<file path="src/hdl/nww_pkg.sv">
// ----------------------------------------------------------------------------
// nww_pkg
// shared types and constants for the nearest waypoint window block
// ----------------------------------------------------------------------------
package nww_pkg;

  localparam int unsigned CoordW      = 32;
  localparam int unsigned WpIndexW    = 10;
  localparam int unsigned WinW        = 7;
  localparam int unsigned WindowReset = 50;
  localparam int unsigned QueueDepth  = 2;

  // request action codes
  localparam logic [1:0] ACT_CLEAR  = 2'd0;
  localparam logic [1:0] ACT_APPEND = 2'd1;
  localparam logic [1:0] ACT_QUERY  = 2'd2;

  typedef enum logic [1:0] {
    OP_CLEAR,
    OP_APPEND,
    OP_QUERY
  } op_e;

  typedef struct packed {
    logic [1:0]               action;
    logic signed [CoordW-1:0] pos_x;
    logic signed [CoordW-1:0] pos_y;
  } req_t;

  typedef struct packed {
    logic signed [CoordW-1:0] wp_x;
    logic signed [CoordW-1:0] wp_y;
    logic [WpIndexW-1:0]      wp_index;
    logic                     last;
  } rsp_t;

  typedef struct packed {
    op_e                      op;
    logic signed [CoordW-1:0] x;
    logic signed [CoordW-1:0] y;
  } cmd_t;

endpackage

</file>
<file path="src/hdl/nww_front.sv">
// ----------------------------------------------------------------------------
// nww_front
// accepts requests, decodes the action and queues commands for the back end
// ----------------------------------------------------------------------------
module nww_front (
  input  logic          clk_i,
  input  logic          rst_ni,
  input  logic          in_valid_i,
  output logic          in_ready_o,
  input  nww_pkg::req_t in_req_i,
  output logic          cmd_valid_o,
  input  logic          cmd_ready_i,
  output nww_pkg::cmd_t cmd_o
);

  localparam int unsigned PtrW = $clog2(nww_pkg::QueueDepth);
  localparam int unsigned CntW = $clog2(nww_pkg::QueueDepth + 1);

  nww_pkg::cmd_t       entry_q [nww_pkg::QueueDepth];
  logic [PtrW-1:0]     wr_ptr_q, wr_ptr_d, rd_ptr_q, rd_ptr_d;
  logic [CntW-1:0]     cnt_q, cnt_d;
  nww_pkg::cmd_t       cmd_new;
  logic                known;
  logic                push, pop;

  always_comb begin
    cmd_new.x  = in_req_i.pos_x;
    cmd_new.y  = in_req_i.pos_y;
    cmd_new.op = nww_pkg::OP_CLEAR;
    known      = 1'b1;
    unique case (in_req_i.action)
      nww_pkg::ACT_CLEAR:  cmd_new.op = nww_pkg::OP_CLEAR;
      nww_pkg::ACT_APPEND: cmd_new.op = nww_pkg::OP_APPEND;
      nww_pkg::ACT_QUERY:  cmd_new.op = nww_pkg::OP_QUERY;
      default:             known      = 1'b0;  // unused action, dropped
    endcase
  end

  assign in_ready_o  = (cnt_q != CntW'(nww_pkg::QueueDepth));
  assign push        = in_valid_i && in_ready_o && known;
  assign cmd_valid_o = (cnt_q != '0);
  assign pop         = cmd_valid_o && cmd_ready_i;
  assign cmd_o       = entry_q[rd_ptr_q];

  always_comb begin
    wr_ptr_d = wr_ptr_q;
    rd_ptr_d = rd_ptr_q;
    cnt_d    = cnt_q;
    if (push) begin
      wr_ptr_d = (wr_ptr_q == PtrW'(nww_pkg::QueueDepth - 1)) ? '0 : wr_ptr_q + 1'b1;
    end
    if (pop) begin
      rd_ptr_d = (rd_ptr_q == PtrW'(nww_pkg::QueueDepth - 1)) ? '0 : rd_ptr_q + 1'b1;
    end
    if (push && !pop) begin
      cnt_d = cnt_q + 1'b1;
    end else if (pop && !push) begin
      cnt_d = cnt_q - 1'b1;
    end
  end

  always_ff @(posedge clk_i or negedge rst_ni) begin
    if (!rst_ni) begin
      wr_ptr_q <= '0;
      rd_ptr_q <= '0;
      cnt_q    <= '0;
    end else begin
      wr_ptr_q <= wr_ptr_d;
      rd_ptr_q <= rd_ptr_d;
      cnt_q    <= cnt_d;
    end
  end

  always_ff @(posedge clk_i) begin
    if (push) begin
      entry_q[wr_ptr_q] <= cmd_new;
    end
  end

endmodule

</file>
<file path="config.mk">
export PLATFORM = sky130hd
export DESIGN_NAME = nww_front
export DESIGN_NICKNAME = d
export VERILOG_FILES = /design/src/hdl/nww_pkg.sv /design/src/hdl/nww_front.sv
export SDC_FILE = /design/constraint.sdc
export NUM_CORES = 1
export LEC_CHECK = 0
export ABC_AREA = 0
export BUFFER_PORTS_ARGS = -buffer_cell sky130_fd_sc_hd__buf_2
export CORE_UTILIZATION = 35
export CTS_BUF_LIST = sky130_fd_sc_hd__clkbuf_8
export CTS_CLUSTER_DIAMETER = 50
export CTS_CLUSTER_SIZE = 12
export DETAILED_ROUTE_END_ITERATION = 16
export GPL_ROUTABILITY_DRIVEN = 0
export MAX_ROUTING_LAYER = met4
export PLACE_DENSITY = 0.56
export SETUP_SLACK_MARGIN = 0.3
export SYNTH_ARGS = -nofsm -noshare
export SYNTH_HDL_FRONTEND = slang
export SYNTH_SLANG_ARGS = --single-unit
</file>
<file path="constraint.sdc">
create_clock -name clk_i -period 5.11 [get_ports clk_i]
set_input_delay 1.2775 -clock clk_i [delete_from_list [all_inputs] [get_ports clk_i]]
set_output_delay 1.2775 -clock clk_i [all_outputs]
set_load 0.05 [all_outputs]
</file>
==> impl_metrics.toml, run 1 <==
[min_path]
hold_class = "flip-flop to flip-flop"
min-delay-start = "cnt_q[1]"

[layout]
antenna-diode-count = 0
layout-area-overhead-vs-synth_pct = 24.9
mostFrequentLayoutCell = "sky130_fd_sc_hd__buf_2"
fin_area_um2 = 6360
final_util_pct = 45.3
drive_gt1_share_pct = 60.3
seq_area_um2 = 4070
multi_input_comb_area_um2 = 976
layout_common_cells = "sky130_fd_sc_hd__buf_2, sky130_fd_sc_hd__edfxtp_1, sky130_fd_sc_hd__mux2_2, sky130_fd_sc_hd__mux2_4, sky130_fd_sc_hd__clkbuf_8"
design.final.nets = 449
fillerInstances = 1247

[die]
initial_core_utilization_pct = 36.2
placeableCoreArea_um2 = 14000
ioPinCount = 138
die-height_um = 123
die_width_um = 123
core.rowCount = 43
die-area_um2 = 15000

[clock_network]
htreeDepth = 4
postCtsSetupBuffers = 0
clock_latency_ns = 0.44
cts-root-to-sink-buffers = 2
tritoncts = "done"
clk_transition_reported_paths_ns = 0.07
tritoncts_num_sinks = 136
hold_buffers_post_cts = 0
clock_tree.root_cell = "sky130_fd_sc_hd__clkbuf_8"
tritoncts.num_buffers = 17
resize_count_post_cts = 0

[placed_design]
placed_cell_areas_um2 = 5980
dp_hpwl_um = 5180
numPortBuffers = 137

[global_routing]
antenna_found_initial = 0
first_pass_grt_wire_length_um = 12900
number_of_global_route_vias_before_repair = 2686
grt-ovfl-total = 0
overall_fraction_of_global_route_tracks_in_use_pct = 12.4
grt_start_max_net_pins = 68

[timing]
timing_worst_slew_pin_value_ns = 1.12
setup_violations = 0
final.setup_skew_ns = 0.00578
period_needed_ns = 3.56
timing.final.hold_violations = 0
slew_headroom_pct = 25.2
fin_setup_tns_ns = 0
finalMaxSlewViolations = 0
rsz0062_at_grt = "no"
period_share_pct = 69.7
fmax_mhz = 281

[route]
first_pass_iters = 4
drt_drc_violations_left = 0
detailroute.via_count = 2540
wire_per_inst_um = 15.1
finalWirelength_um = 8630
drt-initial-drc-count = 126
ant_nets = 0
number_of_vias_per_cell = 4.46

[setup_path]
reg2reg_depth = 4
path_max_fanout = 67
crit_path_start = "rd_ptr_q"
crit-reg2reg-capture = "entry_q[0][41]"
setup_slack_of_the_most_critical_reg_to_reg_path_ns = 3.03
setup.worst_path.class = "flip-flop to primary output"
critPathCapture = "cmd_o[60]"
timing.critical_path.to_type = "primary output"
regToRegStartpoint = "cnt_q[0]"
crit_required_ns = 3.83
cp_data_arrival_time_ns = 2.28
worst_setup_start_kind = "flip-flop"

[synthesis]
ys.warnings.count = 0
yosys.cell_types.count = 17
ys_seq_area_share_pct = 79.9
yosys_register_bits = 136
yosysTopAreaCellShare_pct = 77.9
syn-cell-area_um2 = 5090
postSynthNetCount = 298
post_synth.cell_area_avg_um2 = 22.4
synth_area_leader_cell = "sky130_fd_sc_hd__edfxtp_1"
synth_top_cells_by_area = "sky130_fd_sc_hd__edfxtp_1, sky130_fd_sc_hd__mux2_4, sky130_fd_sc_hd__mux2_2"
syn-instance-count = 227

[power]
irDropWorstVdd_mv = 0.294
power.density_nw_per_um2 = 640
leakagePower_nw = 2.47

[run_status]
run_status = "finished, final reports clean"

[flow_run]
drv.max_cap_violation_count = 0
## worst max-delay path, stage by stage (launching register included)
cell	delay (ns)
sky130_fd_sc_hd__dfrtp_4	1.15
sky130_fd_sc_hd__mux2_2	0.42
sky130_fd_sc_hd__buf_2	0.21
## metal layers
| metal | track usage, % | routed length (um) |
|---|---|---|
| met5 | - | 0 |
| met4 | 7.55 | 234 |
| met2 | 20.4 | 4390 |
| met1 | 12.7 | 3540 |
| met3 | 4.41 | 474 |
## logic make-up after synthesis
logic type               synth area share (%)
adder cells (fa/ha/maj)                 0.246
multiplexers                             16.8
AND/OR/NAND/NOR                         0.959
XOR/XNOR                                0.861
buffers and inverters                    1.25
flip-flops                               79.9
## cells in the mapped netlist (all sizes together)
| library cell | count |
|---|---|
| edfxtp | 132 |
| mux2 | 66 |
| buf | 7 |
| dfrtp | 4 |
| nor2 | 3 |
| xnor2 | 3 |
| inv | 2 |
| nand2 | 2 |
| nor2b | 2 |
| xor2 | 2 |
| ha | 1 |
| nand2b | 1 |
| nand3 | 1 |
| or2 | 1 |
## cell type report
class	instances	area share [%]
Sequential cell	136	64.0
Multi-Input combinational cell	82	15.4
Clock inverter	14	2.28
Timing Repair Buffer	139	11.0
Clock buffer	17	3.68
Inverter	2	0.118
Tap cell	180	3.54
## worst min-delay path by stage
stage	end	slack [ns]	cells after the start
final	cnt_q[1]	0.51	1
after global routing	cnt_q[1]	0.54	1
after detailed placement	cnt_q[1]	0.49	1
after CTS	cnt_q[1]	0.51	1
after global placement	cnt_q[1]	0.48	1
after floorplan	cnt_q[1]	0.46	1
## through the flow
stage,setup WS (ns),hold slack [ns],power (mW),std cells
CTS,1.48,0.506,4.13,570
global route,1.43,0.536,4.24,570
floorplan,0.349,0.456,2.95,227
finish,1.55,0.506,4.07,570
global placement,1.98,0.479,3.25,539
detailed placement,1.99,0.491,3.26,539
## flip-flops by register name (all words and copies together) (netlist names)
register and count:
entry_q 132, cnt_q 2, rd_ptr_q 1, wr_ptr_q 1
## power by group
group | total (mW) | internal [mW] | switching (mW)
Clock | 0.853 | 0.467 | 0.386
Sequential | 1.64 | 1.47 | 0.178
Combinational | 1.57 | 0.501 | 1.07
Total | 4.07 | 2.43 | 1.63
(Power assumes the default switching activity.)
==> run 2, diff against run 1 <==
--- a/config.mk
+++ b/config.mk
@@ -5,7 +5,7 @@
 export SDC_FILE = /design/constraint.sdc
 export NUM_CORES = 1
 export LEC_CHECK = 0
-export ABC_AREA = 0
+export ABC_AREA = 1
 export BUFFER_PORTS_ARGS = -buffer_cell sky130_fd_sc_hd__buf_2
 export CORE_UTILIZATION = 35
 export CTS_BUF_LIST = sky130_fd_sc_hd__clkbuf_8
==> constraint.sdc (replaced) <==
create_clock -name clk_i -period 3.4 [get_ports clk_i]
set_input_delay 0.85 -clock clk_i [delete_from_list [all_inputs] [get_ports clk_i]]
set_output_delay 0.85 -clock clk_i [all_outputs]
set_load 0.05 [all_outputs]
==> impl_metrics.toml, run 2 <==
[timing]
fmax_mhz = 362
final.hold.worst_slack_ns = 0.217
rsz0062_at_grt = "no"
timing.final.hold_violations = 0
setup_violations = 0
timing_worst_slew_pin_value_ns = 0.733
slew_headroom_pct = 51.1
finalMaxSlewViolations = 0
period_needed_ns = 2.76
final.setup_skew_ns = 0.00850
fin_setup_tns_ns = 0
period_share_pct = 81.2

[power]
switching_share_pct = 44.4
cellInternalPower_mw = 3.69
power_switching_mw = 2.95
irDropWorstVdd_mv = 0.479
pwr-share-comb_pct = 42.8
power.density_nw_per_um2 = 1030
share_seq_of_total_power_pct = 34.1
clock_power_share_pct = 23.2
leakagePower_nw = 2.78

[placed_design]
dp_hpwl_um = 6170
dp.cells = 691
numPortBuffers = 137

[die]
ioPinCount = 138
placeableCoreArea_um2 = 14000
die-height_um = 122
initial_core_utilization_pct = 36.2
die-area_um2 = 14900
core.rowCount = 43
die_width_um = 122

[route]
wire_per_inst_um = 13.6
met3RoutedLength_um = 572
wirelength_met1_um = 4220
highest_layer = "met4"
drt_drc_violations_left = 0
dr_wl_met2_um = 4860
ant_nets = 0
number_of_vias_per_cell = 4.37
detailroute.via_count = 3163
finalWirelength_um = 9840
drt-initial-drc-count = 174
first_pass_iters = 7

[clock_network]
tritoncts_num_sinks = 136
clk_transition_reported_paths_ns = 0.08
tritoncts = "done"
clock_latency_ns = 0.43
cts-root-to-sink-buffers = 2
resize_count_post_cts = 0
clock_tree.root_cell = "sky130_fd_sc_hd__clkbuf_8"
postCtsSetupBuffers = 0
tritoncts.num_buffers = 17
htreeDepth = 4
hold_buffers_post_cts = 0

[setup_path]
crit-reg2reg-capture = "entry_q[1][39]"
critical_path.slowest_cell = "sky130_fd_sc_hd__dfrtp_2"
worst_setup_start_kind = "flip-flop"
path_cells = "inv_2 > buf_4 > nand2_1 > nand2_1 > buf_2"
reg2reg_depth = 5
crit_path_start = "rd_ptr_q"
most_common_cell_type_on_the_critical_path = "sky130_fd_sc_hd__nand2_1"
cp_slowest_stage_delay_ns = 0.41
setup.worst_path.class = "flip-flop to primary output"
setup_slack_of_the_most_critical_reg_to_reg_path_ns = 1.65
regToRegStartpoint = "cnt_q[0]"
worstPathBufferInverterCount = 3
timing.critical_path.to_type = "primary output"
critical_path.top_delay_family = "buffers and inverters"
path_max_fanout = 28
cp_data_arrival_time_ns = 1.91
crit_required_ns = 2.55

[synthesis]
yosys.cell_types.count = 13
yosysTopAreaCellShare_pct = 78.3
synth_top_cells_by_area = "sky130_fd_sc_hd__edfxtp_1, sky130_fd_sc_hd__nand2_1, sky130_fd_sc_hd__dfrtp_1"
dominantRegCellSynth = "sky130_fd_sc_hd__edfxtp_1"
synth_area_leader_cell = "sky130_fd_sc_hd__edfxtp_1"
syn-instance-count = 381
netlist_top_cells_count = "sky130_fd_sc_hd__nand2_1, sky130_fd_sc_hd__edfxtp_1, sky130_fd_sc_hd__inv_1"
postSynthNetCount = 452
yosysMostFrequentCell = "sky130_fd_sc_hd__nand2_1"
syn-cell-area_um2 = 5060
ys.warnings.count = 0
post_synth.cell_area_avg_um2 = 13.3
asyncSetResetFlopFracSynth_pct = 2.94
yosys_register_bits = 136
number_of_synthesized_flops_with_an_enable_pin = 132
ys_seq_area_share_pct = 80.3

[min_path]
hold_class = "primary input to asynchronous set/reset pin"

[global_routing]
antenna_found_initial = 0
number_of_global_route_vias_before_repair = 3049
first_pass_grt_wire_length_um = 15100
grt-ovfl-total = 0
overall_fraction_of_global_route_tracks_in_use_pct = 14.3
grt_start_max_net_pins = 68

[layout]
mostFrequentLayoutCell = "sky130_fd_sc_hd__nand2_1"
antenna-diode-count = 0
largest_register_ff_count = 132
fillerInstances = 1295
design.final.nets = 601
largest_registers = "entry_q: 132 flops, cnt_q: 2 flops"
layout-area-overhead-vs-synth_pct = 26.9
layout_common_cells = "sky130_fd_sc_hd__nand2_1, sky130_fd_sc_hd__buf_2, sky130_fd_sc_hd__edfxtp_1, sky130_fd_sc_hd__clkbuf_8, sky130_fd_sc_hd__inv_1"
drive_gt1_share_pct = 32.8
fin_cells = 723
registers.top_by_ff_count = "entry_q"
final_util_pct = 45.9

[run_status]
run_status = "finished, final reports clean"

[flow_run]
drv.max_cap_violation_count = 0
-- run 2: cell types whose count changed after synthesis, moves of 2 or more --
| cell | before | now |
|---|---|---|
| sky130_fd_sc_hd__buf_2 | 3 | 8 |
| sky130_fd_sc_hd__buf_6 | 3 | 5 |
| sky130_fd_sc_hd__inv_1 | 2 | 9 |
| sky130_fd_sc_hd__mux2_2 | 36 | 0 |
| sky130_fd_sc_hd__mux2_4 | 30 | 0 |
| sky130_fd_sc_hd__nand2_1 | 2 | 210 |
| sky130_fd_sc_hd__nand3_1 | 1 | 3 |
| sky130_fd_sc_hd__nand4_1 | 0 | 2 |
| sky130_fd_sc_hd__nor2b_1 | 2 | 0 |
| sky130_fd_sc_hd__xnor2_1 | 3 | 1 |
| sky130_fd_sc_hd__xor2_1 | 2 | 0 |
-- run 2: cell type report --
type / instances / area [um2] / share of cell area, %
Clock buffer: 17 / 234 / 3.64
Clock inverter: 15 / 233 / 3.62
Inverter: 10 / 37.5 / 0.585
Tap cell: 180 / 225 / 3.51
Timing Repair Buffer: 145 / 771 / 12.0
Multi-Input combinational cell: 220 / 856 / 13.3
Sequential cell: 136 / 4070 / 63.3
-- run 2: layer usage --
metal / GRT usage (%) / up-vias
met1: 16.4 / 1480
met5: - / -
met2: 22.5 / 95
met4: 7.16 / 0
met3: 4.46 / 14
li1: - / 1574
-- run 2: power groups by stage --
stage               combinational, mW  clock (mW)  sequential (mW)
floorplan                        2.23           0             2.29
global placement                 2.86           0             2.29
detailed placement               2.88           0             2.30
CTS                              2.88        1.59             2.26
global route                     3.05        1.64             2.29
finish                           2.84        1.54             2.26
-- run 2: logic make-up after synthesis --
group / count (synthesis) / share of synthesized area, %
fa+ha+maj: 1 / 0.247
simple gates: 218 / 16.3
xor+xnor: 1 / 0.173
buf+inv: 25 / 2.94
flops: 136 / 80.3
-- run 2: through the flow --
step                      area (um2)  setup slack, ns  power [mW]
after global routing            6420            0.488        6.98
after global placement          5950             1.07        5.15
after CTS                       6420            0.555        6.73
after floorplan                 5070            0.632        4.52
after detailed placement        5950             1.02        5.18
final                           6420            0.639        6.64
-- run 2: how the worst max path moves through the flow --
stage                     cells after the start             to
after floorplan                               3  entry_q[0][0]
after global placement                        4      cmd_o[46]
after detailed placement                      5      cmd_o[11]
after CTS                                     5      cmd_o[24]
after global routing                          5      cmd_o[44]
final                                         5      cmd_o[11]
